File: src/sv/bpm_pkg.sv
// ----------------------------------------------------------------------------
// bpm_pkg
// Widths and constants for the busy percent monitor.
// ----------------------------------------------------------------------------
package bpm_pkg;

    localparam int DATA_W    = 64;
    localparam int LOAD_W    = 7;
    localparam int PRODUCT_W = 71;
    localparam int CNT_W     = 7;

    localparam logic [LOAD_W-1:0] PCT_SCALE = 7'd100;
    localparam logic [CNT_W-1:0]  DIV_LAST  = 7'(PRODUCT_W - 1);

    typedef logic [DATA_W-1:0]    t_data;
    typedef logic [PRODUCT_W-1:0] t_prod;
    typedef logic [LOAD_W-1:0]    t_load;

endpackage

File: src/sv/busy_percent_monitor_top.sv
// ----------------------------------------------------------------------------
// busy_percent_monitor_top
// Busy share of one core over the interval between two samples, in percent.
// ----------------------------------------------------------------------------
// Each input beat is one sample of the free-running counter and the idle
// task's cumulative cycle total. The block subtracts the values kept from the
// previous sample, forms 100 * busy with two shift-adds and divides it by the
// elapsed count with a restoring divider, one quotient bit per cycle, all
// through one shared 71-bit adder. A sample whose result goes through the
// divider runs S_SPAN, S_IDLD, S_CMP, S_MUL1, S_MUL2, S_DIV and S_DONE; the
// input stalls until the block is back in S_IDLE, so a new sample waits until
// the last one is through. The first sample after reset, a zero interval, and
// idle time above the elapsed time skip the divider and give 0. A finished
// result waits in the output register while the next sample is accepted.
// ----------------------------------------------------------------------------
module busy_percent_monitor_top (
    input  logic                       i_clk,
    input  logic                       i_rst_n,
    input  logic                       i_valid,
    output logic                       o_stall,
    input  logic [bpm_pkg::DATA_W-1:0] i_counter_now,
    input  logic [bpm_pkg::DATA_W-1:0] i_idle_cycles,
    output logic                       o_valid,
    input  logic                       i_stall,
    output logic [bpm_pkg::LOAD_W-1:0] o_load_percent
);

    typedef enum logic [2:0] {
        S_IDLE,
        S_SPAN,
        S_IDLD,
        S_CMP,
        S_MUL1,
        S_MUL2,
        S_DIV,
        S_DONE
    } t_state;

    t_state                   r_state;
    bpm_pkg::t_data           r_prev_counter;
    bpm_pkg::t_data           r_prev_idle;
    bpm_pkg::t_data           r_now;
    bpm_pkg::t_data           r_idle;
    bpm_pkg::t_data           r_span;
    bpm_pkg::t_data           r_idle_d;
    bpm_pkg::t_data           r_busy;
    bpm_pkg::t_data           r_rem;
    bpm_pkg::t_prod           r_prod;
    bpm_pkg::t_load           r_q;
    logic                     r_qovf;
    logic                     r_first;
    logic [bpm_pkg::CNT_W-1:0] r_cnt;
    logic                     r_ovalid;
    bpm_pkg::t_load           r_load;

    // shared adder
    bpm_pkg::t_prod           op_a;
    bpm_pkg::t_prod           op_b;
    logic                     op_sub;
    logic [bpm_pkg::PRODUCT_W:0] sum;
    logic                     carry;
    bpm_pkg::t_prod           res;
    logic [bpm_pkg::DATA_W:0] rem_sh;
    logic                     out_free;

    assign rem_sh   = {r_rem, r_prod[bpm_pkg::PRODUCT_W-1]};
    assign out_free = !r_ovalid || !i_stall;

    always_comb begin
        op_a   = '0;
        op_b   = '0;
        op_sub = 1'b0;
        case (r_state)
            S_SPAN: begin
                op_a   = bpm_pkg::PRODUCT_W'(r_now);
                op_b   = bpm_pkg::PRODUCT_W'(r_prev_counter);
                op_sub = 1'b1;
            end
            S_IDLD: begin
                op_a   = bpm_pkg::PRODUCT_W'(r_idle);
                op_b   = bpm_pkg::PRODUCT_W'(r_prev_idle);
                op_sub = 1'b1;
            end
            S_CMP: begin
                op_a   = bpm_pkg::PRODUCT_W'(r_span);
                op_b   = bpm_pkg::PRODUCT_W'(r_idle_d);
                op_sub = 1'b1;
            end
            S_MUL1: begin
                op_a = bpm_pkg::PRODUCT_W'(r_busy) << 2;
                op_b = bpm_pkg::PRODUCT_W'(r_busy) << 5;
            end
            S_MUL2: begin
                op_a = r_prod;
                op_b = bpm_pkg::PRODUCT_W'(r_busy) << 6;
            end
            S_DIV: begin
                op_a   = bpm_pkg::PRODUCT_W'(rem_sh);
                op_b   = bpm_pkg::PRODUCT_W'(r_span);
                op_sub = 1'b1;
            end
            default: begin
                op_a   = '0;
                op_b   = '0;
                op_sub = 1'b0;
            end
        endcase
        sum   = {1'b0, op_a} + {1'b0, (op_sub ? ~op_b : op_b)}
              + (bpm_pkg::PRODUCT_W+1)'(op_sub);
        carry = sum[bpm_pkg::PRODUCT_W];
        res   = sum[bpm_pkg::PRODUCT_W-1:0];
    end

    always_ff @(posedge i_clk) begin
        if (!i_rst_n) begin
            r_state        <= S_IDLE;
            r_prev_counter <= '0;
            r_prev_idle    <= '0;
            r_ovalid       <= 1'b0;
            r_first        <= 1'b0;
            r_qovf         <= 1'b0;
            r_q            <= '0;
            r_cnt          <= '0;
        end else begin
            if (r_state == S_DONE && out_free) begin
                r_ovalid <= 1'b1;
            end else if (r_ovalid && !i_stall) begin
                r_ovalid <= 1'b0;
            end
            case (r_state)
                S_IDLE: begin
                    if (i_valid) begin
                        r_now   <= i_counter_now;
                        r_idle  <= i_idle_cycles;
                        r_first <= (r_prev_counter == '0);
                        r_state <= S_SPAN;
                    end
                end
                S_SPAN: begin
                    r_span  <= res[bpm_pkg::DATA_W-1:0];
                    r_state <= S_IDLD;
                end
                S_IDLD: begin
                    r_idle_d       <= res[bpm_pkg::DATA_W-1:0];
                    r_prev_counter <= r_now;
                    r_prev_idle    <= r_idle;
                    r_state        <= S_CMP;
                end
                S_CMP: begin
                    r_busy <= res[bpm_pkg::DATA_W-1:0];
                    r_q    <= '0;
                    r_qovf <= 1'b0;
                    if (r_first || r_span == '0 || !carry) begin
                        r_state <= S_DONE;
                    end else begin
                        r_state <= S_MUL1;
                    end
                end
                S_MUL1: begin
                    r_prod  <= res;
                    r_state <= S_MUL2;
                end
                S_MUL2: begin
                    r_prod  <= res;
                    r_rem   <= '0;
                    r_cnt   <= bpm_pkg::DIV_LAST;
                    r_state <= S_DIV;
                end
                S_DIV: begin
                    if (carry) begin
                        r_rem <= res[bpm_pkg::DATA_W-1:0];
                    end else begin
                        r_rem <= rem_sh[bpm_pkg::DATA_W-1:0];
                    end
                    r_q    <= {r_q[bpm_pkg::LOAD_W-2:0], carry};
                    r_qovf <= r_qovf | r_q[bpm_pkg::LOAD_W-1];
                    r_prod <= r_prod << 1;
                    r_cnt  <= r_cnt - 1'b1;
                    if (r_cnt == '0) begin
                        r_state <= S_DONE;
                    end
                end
                S_DONE: begin
                    if (out_free) begin
                        if (r_qovf || r_q > bpm_pkg::PCT_SCALE) begin
                            r_load <= bpm_pkg::PCT_SCALE;
                        end else begin
                            r_load <= r_q;
                        end
                        r_state  <= S_IDLE;
                    end
                end
                default: begin
                    r_state <= S_IDLE;
                end
            endcase
        end
    end

    assign o_stall        = (r_state != S_IDLE);
    assign o_valid        = r_ovalid;
    assign o_load_percent = r_load;

endmodule

File: config.mk
export PLATFORM = sky130hd
export DESIGN_NAME = busy_percent_monitor_top
export DESIGN_NICKNAME = d
export VERILOG_FILES = /design/src/sv/bpm_pkg.sv /design/src/sv/busy_percent_monitor_top.sv
export SDC_FILE = /design/constraint.sdc
export NUM_CORES = 1
export LEC_CHECK = 0
export BUFFER_PORTS_ARGS = -buffer_cell sky130_fd_sc_hd__buf_2
export CORE_AREA = 2 2 303 215
export DETAILED_ROUTE_END_ITERATION = 10
export DIE_AREA = 0 0 305 217
export PLACE_DENSITY = 0.73
export SETUP_SLACK_MARGIN = 0.2
export SYNTH_ARGS = -nofsm -noshare
export SYNTH_HDL_FRONTEND = slang
export SYNTH_SLANG_ARGS = --single-unit
File: constraint.sdc
create_clock -name i_clk -period 14.72 [get_ports i_clk]
set_input_delay 1.472 -clock i_clk [delete_from_list [all_inputs] [get_ports i_clk]]
set_output_delay 1.472 -clock i_clk [all_outputs]
set_load 0.01 [all_outputs]
**After elaboration in Yosys (flattened, before gate mapping)**

Cells that the tools add are included.

- Flip-flop bits (word level): 610
- Input bits: 132
- Output and inout port bits: 9
- Word-level logic and storage cells: 78

- Add/sub/neg operators: 3
- Eq/ne operators: 10
- Muxes and demuxes: 17
- Reduce and logical (&&, ||, !) cells: 29
- Bitwise logic cells: 2
- $lt $le $gt $ge: 1

Operators by type and width:

| operator | count |
|---|---|
| $pmux W71 S6 | 1 |
| $pmux W70 S6 | 1 |
| $pmux W71 S2 | 1 |
| $logic_not A64 Y1 | 2 |
| $pmux W64 S2 | 1 |
| $add A71 B71 Y72 | 1 |
| $add A72 B1 Y72 | 1 |
| $mux W71 | 1 |
| $not A71 Y71 | 1 |
| $mux W64 | 1 |
| $pmux W7 S2 | 2 |
| $pmux W3 S8 | 1 |
| $eq A3 B3 Y1 const B | 4 |
| $reduce_and A2 Y1 | 6 |
| $mux W3 | 3 |
| $reduce_and A3 Y1 | 3 |
| $reduce_bool A2 Y1 | 4 |
| $gt A7 B7 Y1 const B | 1 |
| $logic_not A7 Y1 | 1 |
| $sub A7 B1 Y7 const B | 1 |
| $eq A3 B2 Y1 const B | 2 |
| $ne A2 B2 Y1 const B | 3 |
| $logic_or A1 B1 Y1 | 4 |
| $reduce_or A4 Y1 | 1 |
| other kinds (10) | 15 |

**Depth between registers and ports, before layout**

Gate-level depths: netlist (run 1).

- Depth after elaboration: 10
- Mapped depth: 25
- Depth with buffers taken out: 20

**Worst setup path after synthesis (run 1)**

No wires, ideal clock.

- Path type: input to register
- From: input i_rst_n
- To: register r_idle[0], enable pin
- Slack: 6,845 ps
- Buffers on the path: 2
- Data required time: 14,103 ps
- Arrival: 7,258 ps
- Stages on the path: 4
- Library setup time: 617 ps
- Cells stage by stage: inv_2 clkbuf_1 clkbuf_1 nor2_1

- Longest elaborated chain between the ends: 1

Ends and longest elaborated chain:

| what | RTL line | source |
|---|---|---|
| from (decl) | busy_percent_monitor_top.sv:18 | `input logic i_rst_n,` |
| $reduce_and A3 Y1 (no source line) | n/a |  |
| to (signal assigned) | busy_percent_monitor_top.sv:134 | `r_idle <= i_idle_cycles;` |
| to (decl) | busy_percent_monitor_top.sv:43 | `bpm_pkg::t_data r_idle;` |

No other way between the ends.
A chain may end at the register's enable or synchronous reset.

**Worst setup path after layout (run 1)**

- From: register r_state[1]
- To: register r_rem[26], data pin

- Longest elaborated chain between the ends: 8
- Elaborated cells on any way between the ends: 16
- Classes of those cells: 2 x add/sub; 6 x eq/ne; 6 x mux; 1 x bitwise; 1 x reduce/logical

Ends and longest elaborated chain:

| what | RTL line | source |
|---|---|---|
| from (decl) | busy_percent_monitor_top.sv:39 | `t_state r_state;` |
| from (signal assigned) | busy_percent_monitor_top.sv:116 | `r_state <= S_IDLE;` |
| from (signal assigned) | busy_percent_monitor_top.sv:136 | `r_state <= S_SPAN;` |
| from (signal assigned) | busy_percent_monitor_top.sv:141 | `r_state <= S_IDLD;` |
| $eq A3 B3 Y1 (tied with other cells) | busy_percent_monitor_top.sv:73, busy_percent_monitor_top.sv:130 |  |
| $pmux W70 S6 or $reduce_or A4 Y1 (tied branches) | n/a |  |
| $not A71 Y71 or $mux W1 (tied branches) | busy_percent_monitor_top.sv:108, busy_percent_monitor_top.sv:73 |  |
| $mux W71 | busy_percent_monitor_top.sv:108 | `sum = {1'b0, op_a} + {1'b0, (op_sub ? ~op_b : op_b)}` |
| $add A71 B71 Y72 | busy_percent_monitor_top.sv:108 |  |
| $add A72 B1 Y72 | busy_percent_monitor_top.sv:109 | `+ (bpm_pkg::PRODUCT_W+1)'(op_sub);` |
| $mux W64 | busy_percent_monitor_top.sv:170 | `if (carry) begin` |
| $pmux W64 S2 (*) | busy_percent_monitor_top.sv:130 | `case (r_state)` |
| to (signal assigned) | busy_percent_monitor_top.sv:171 | `r_rem <= res[bpm_pkg::DATA_W-1:0];` |
| to (signal assigned) | busy_percent_monitor_top.sv:173 | `r_rem <= rem_sh[bpm_pkg::DATA_W-1:0];` |
| to (decl) | busy_percent_monitor_top.sv:47 | `bpm_pkg::t_data r_rem;` |

Mark *: on every way between the ends. The rest lies on a longest branch, timed or not.

==> results_dict.tcl, run 1 <==
set metrics [dict create \
    fin_cells 3961 \
    final_util 0.534 \
    root_buffer "clkbuf_16" \
    yosysSeqAreaShare 0.546 \
    crit_path_start "r_state[1]" \
    final_common_cell "nand2_1" \
    pre_cts_ws_ns 7.07 \
    track_usage 0.299 \
    die_y_um 217 \
    startpoint_type "flop" \
    tightest_slew_ns 1.37 \
    setup-tns-final_ns 0 \
    grt_pass1_vias 23600 \
    path_cells "buf_4 > buf_4 > nor3_2 > buf_4 > buf_4 > nand2_1 > nand2_1 > a221oi_1 > mux2i_1 > ha_1 > o21ai_0 > a21oi_1 > nor2_1 > nor3_1 > a21oi_2 > o31ai_4 > a21oi_4 > o211ai_2 > a211o_4 > buf_4 > mux2i_1 > nor2_1" \
    dp_hpwl_um 67100 \
    hold_depth 2 \
    portBuffers 140 \
    clockBufferDepth 3 \
    worstPathMaxFanout 53 \
    cp_slowest_cell "buf_4" \
    cts_tree "done" \
    fin_crit_sh 0.539 \
    arrival_ns 8.29 \
    initial_core_util 0.484 \
    via_count 25800 \
    dieArea_um2 66200 \
    drv_slew 0 \
    numCtsBuffers 59 \
    final_cell_mix "nand2_1, edfxtp_1, a21oi_1" \
    maxSlewHeadroom 0.0858 \
    r2r_cells 22 \
    io_pins 141 \
    max_freq_ghz 0.126 \
    grt_pass1_wl_um 151000 \
    antenna_found_initial 1 \
    gr-total-overflow 0 \
    routed_wl_um 101000 \
    ant_nets 0 \
    synthArstFlopShare 0 \
    syn_avg_cell_area_um2 10.2 \
    final_nets 3275 \
    cts.htree.levels 2 \
    cts_post_setup_buffers_inserted 0 \
    hold_violations 0 \
    peakVddDrop_mv 0.105 \
    syn_nets 3239 \
    synth_area_leaders "edfxtp_1, dfxtp_1, nand2_1" \
    max_cap_violations 0 \
    grt_max_degree 117 \
    clock_skew_ns 0.0267 \
    slowest_delay_ns 0.74 \
    path_clk_slew_ns 0.07 \
    cts_resized 0 \
    core_area_um2 63700 \
    fp.dieW_um 305 \
    syn_inst 3034 \
    outcome "complete, no violations" \
    holdBufCountCts 0 \
    synth_edf_count 462 \
    cp_common_cell "buf_4" \
    yosysWarnings 0 \
    min-delay-start "r_prev_idle[63]" \
    ys_seq_elements 610 \
    power_w 0.00506 \
    reg2reg_from "r_state[1]" \
    synth_ff_type "edfxtp_1" \
    post-route-drc-count 0 \
    syn2layout_area_growth_pct 10.5 \
    antenna_cells 0 \
    synth_top_area_frac 0.450 \
    synth_cell_type_count 81 \
    cp-end-kind "flop" \
    period_needed_ns 7.94 \
    p_per_area_nw_per_um2 149 \
    placed_cells 3848 \
    drive_gt1_frac 0.112 \
    min_path_type "reg2reg" \
    critPathKind "reg2reg" \
    gp_congestion 0.960 \
    num_rows 78 \
    setup_violations 0 \
    syn_area_um2 30800 \
    viasPerCell 6.51 \
    wl_per_cell_um 25.4 \
    setup_slack_ns 6.78 \
    drt_iter0_markers 3971 \
    drtPass1Iterations 6 \
    synth_top_area_cell "edfxtp_1" \
    clk_latency_ns 0.65 \
    rsz0062_at_grt "false" \
    reg2reg_setup_slack_ns 6.78 \
    p_leak_nw 12.0 \
    required_ns 15.07 \
    cts.sink_count 610 \
]
layer usage:
layer / vias to the layer above / GRT usage / routed length (um)
met2: 1887 / 0.394 / 39000
met3: 189 / 0.0950 / 15200
met4: 0 / 0.0781 / 2610
met1: 12400 / 0.464 / 43800
li1: 11300 / - / -
met5: - / 0 / 0
final timing paths:
path / to
hold reg to reg: r_prev_idle[63]
hold / removal: r_prev_idle[63]
setup reg to reg: r_rem[26]
setup / recovery: r_rem[26]
per-stage QoR:
stage | instance area [um2] | hold WS [ns]
6_report | 34000 | 0.455
5_1_grt | 34000 | 0.476
4_1_cts | 34000 | 0.454
3_3_place_gp | 32100 | 0.441
3_5_place_dp | 32100 | 0.445
2_1_floorplan | 30800 | 0.432
cell families (layout without fill, tap and decap cells):
kind of cell	after synthesis	count (layout)	share of synthesized area
flops	610	610	0.546
simple gates	1113	1113	0.155
compound gates	796	796	0.169
fa+ha+maj	73	73	0.0299
mux	148	148	0.0485
xor+xnor	60	60	0.0170
buf+inv	234	321	0.0341
where the power goes:
| group | internal, W | leakage [nW] | total, W | switching, W |
|---|---|---|---|---|
| registers | 0.00208 | 5.44 | 0.00217 | 0.0000901 |
| clock network | 0.000865 | 0.964 | 0.00156 | 0.000699 |
| logic | 0.000400 | 5.63 | 0.00132 | 0.000921 |
critical path, delay by kind of cell (launching register included):
kind	cells	cell delay, ns
flops	1	0.72
buf+inv	5	2.74
fa+ha+maj	1	0.49
compound gates	8	2.27
mux	2	0.43
simple gates	6	0.77
flip-flops by register name, summed over array words and instances (netlist names), 3 cells and up:
signal / count
r_prod: 71
r_busy: 64
r_idle: 64
r_idle_d: 64
r_now: 64
r_prev_counter: 64
r_prev_idle: 64
r_rem: 64
r_span: 64
o_load_percent: 7
r_cnt: 7
r_q: 7
r_state: 3
cell usage after synthesis, types with 7 or more instances:
library cell / n
o22ai_1: 8
inv_1: 31
o21ai_1: 11
o211ai_1: 7
buf_1: 33
nor4_1: 35
nand2b_1: 10
clkbuf_1: 140
a221oi_1: 68
buf_2: 15
nand4_1: 81
o21ai_0: 105
dfxtp_1: 148
xnor2_1: 37
nand2_1: 629
and3_1: 12
ha_1: 72
a31oi_1: 9
a21o_1: 39
nor2_1: 222
a22oi_1: 131
o21bai_1: 20
a211oi_2: 8
mux2_2: 11
a21oi_1: 298
edfxtp_1: 462
nor2b_1: 12
and2_1: 17
a211oi_1: 24
nand3_1: 44
xor2_1: 23
mux2i_1: 137
nor3_1: 29
o21a_1: 8
cell type report:
cell class	instances	area [um2]
Tap cell	840	1050
Clock inverter	32	295
Sequential cell	610	16800
Clock buffer	80	1690
Multi-Input combinational cell	2190	13100
Timing Repair Buffer	177	991
Fill cell	5589	29700
Inverter	32	123
Power figures use the tool's default switching activity.
==> inputs of run 2 (changes only) <==
- PLACE_DENSITY: 0.73 -> 0.75
- clock period: 14.72 -> 6.55 ns (I/O delays scaled with it)
==> run 2 against run 1 <==
Against the previous run:
- non-clock buffer count rose by 8
- setup slack got worse by 6.4 ns
- die area did not move
- critical path type unchanged
- combinational power rose by 130%
- sequential power rose by 120%
- global-route usage fell by 0.098 points
==> results_dict.tcl, run 2 (synthesized netlist as in run 1, its figures left out) <==
set metrics [dict create \
    outcome "complete, no violations" \
    period_needed_ns 6.19 \
    largest_reg_flops 71 \
    num_rows 78 \
    r2r_cells 20 \
    max_freq_ghz 0.162 \
    antenna_found_initial 0 \
    wl_per_cell_um 25.3 \
    final_util 0.536 \
    fp.dieW_um 305 \
    post-route-drc-count 0 \
    p_per_area_nw_per_um2 330 \
    path_clk_slew_ns 0.07 \
    fin_crit_sh 0.944 \
    switching_share 0.339 \
    drv_slew 0 \
    ant_nets 0 \
    fill_cells 5526 \
    dp_hpwl_um 68100 \
    track_usage 0.298 \
    power_w 0.0113 \
    cts_post_setup_buffers_inserted 0 \
    setup_slack_ns 0.365 \
    hold_depth 1 \
    syn2layout_area_growth_pct 10.8 \
    combPwrFrac 0.266 \
    required_ns 7.05 \
    max_cap_violations 0 \
    portBuffers 140 \
    drt_iter0_markers 3996 \
    drtPass1Iterations 7 \
    cts_tree "done" \
    viasPerCell 6.51 \
    p_seq_frac 0.432 \
    cp-end-kind "flop" \
    hold_violations 0 \
    cts.htree.levels 2 \
    grt_pass1_vias 23900 \
    clockBufferDepth 3 \
    initial_core_util 0.484 \
    numCtsBuffers 59 \
    final_cell_mix "nand2_1, edfxtp_1, a21oi_1" \
    gp_congestion 0.992 \
    worstPathMaxFanout 34 \
    final_common_cell "nand2_1" \
    core_area_um2 63700 \
    p_sw_w 0.00382 \
    final_area_um2 34100 \
    setup_violations 0 \
    startpoint_type "flop" \
    dieArea_um2 66200 \
    rsz0062_at_grt "false" \
    critPathKind "reg2reg" \
    routed_wl_um 100000 \
    die_y_um 217 \
    register_area_um2 16800 \
    maxSlewHeadroom 0.183 \
    clk_latency_ns 0.67 \
    clock_skew_ns 0.0298 \
    pre_cts_ws_ns 0.730 \
    grt_max_degree 86 \
    peakVddDrop_mv 0.255 \
    gr-total-overflow 0 \
    grt_pass1_wl_um 151000 \
    setup-tns-final_ns 0 \
    arrival_ns 6.69 \
    largest-register "r_prod" \
    root_buffer "clkbuf_16" \
    cts.sink_count 610 \
    final_nets 3284 \
    clkPwrFrac 0.303 \
    drive_gt1_frac 0.111 \
    placed_cell_area_um2 32200 \
    multiInputGateArea_um2 13100 \
    antenna_cells 0 \
    io_pins 141 \
    tightest_slew_ns 1.21 \
    via_count 25800 \
    p_leak_nw 12.1 \
    min_path_type "in2reg" \
    p_int_w 0.00745 \
]
## run 2: cell count changes in the layout (fill, tap and decap cells not counted), moves of 2 or more
cell	delta
clkinvlp_4	-5
clkinv_4	-4
bufinv_16	-2
buf_4	+2
buf_12	+7
clkinv_1	+5
clkbuf_8	-3
inv_6	+5
clkbuf_1	+4
## run 2: stage by stage
stage / hold slack [ns] / std cells
final: 0.162 / 3970
after global routing: 0.150 / 3970
after CTS: 0.137 / 3969
after detailed placement: 0.446 / 3857
after global placement: 0.442 / 3857
after floorplan: 0.432 / 3034
## run 2: area by class of cell
type	instances	share of cell area
flip-flops and latches	610	0.493
multi-input cells	2191	0.382
clock buffers	82	0.0494
repair buffers	185	0.0334
well taps	840	0.0308
clock inverters	30	0.00689
inverters	32	0.00359
## run 2: path summary, 6_finish.rpt
path                                   startpoint              end  slack (ns)
worst max-delay path                   r_state[0]        r_rem[62]        0.36
worst min-delay path            i_counter_now[59]        r_now[59]        0.16
worst max register to register         r_state[0]        r_rem[62]        0.36
worst min register to register    r_prev_idle[24]  r_prev_idle[24]        0.45
## run 2: power groups by stage
stage,Combinational (W),Clock (W),Sequential [W]
after floorplan,0.00197,0,0.00484
after CTS,0.00286,0.00345,0.00485
final,0.00299,0.00341,0.00487
after detailed placement,0.00284,0,0.00493
after global placement,0.00281,0,0.00493
after global routing,0.00320,0.00360,0.00487
## run 2: what timing repair did
item / in CTS / in global routing
hold buffers: 0 / 0
setup endpoints to repair: 0 / 1
gates resized for setup: 0 / 0
hold endpoints to repair: 0 / 0
## run 2: layer usage
layer	vias to the layer above	global-route usage	routed length (um)
li1	11300	-	-
met3	205	0.0972	16100
met4	0	0.0876	2770
met5	-	0	0
met2	2006	0.397	38800
met1	12300	0.453	42800
## run 2: worst max-delay path: stages, from the launching register on
cell and delay, ns:
dfxtp_4 0.61, nand2b_4 0.33, nor2_4 1.00, a22o_1 0.31, a221oi_1 0.08, nand2_1 0.13, nand2b_1 0.07, a21oi_1 0.15
o21ai_0 0.12, ha_1 0.47, a21o_1 0.21, a21o_1 0.16, a21o_1 0.18, a21o_1 0.19, a21oi_1 0.18, a2bb2oi_1 0.42
nand4_1 0.23, and2_1 0.23, a311oi_2 0.56, mux2i_1 0.20, nor2_1 0.14
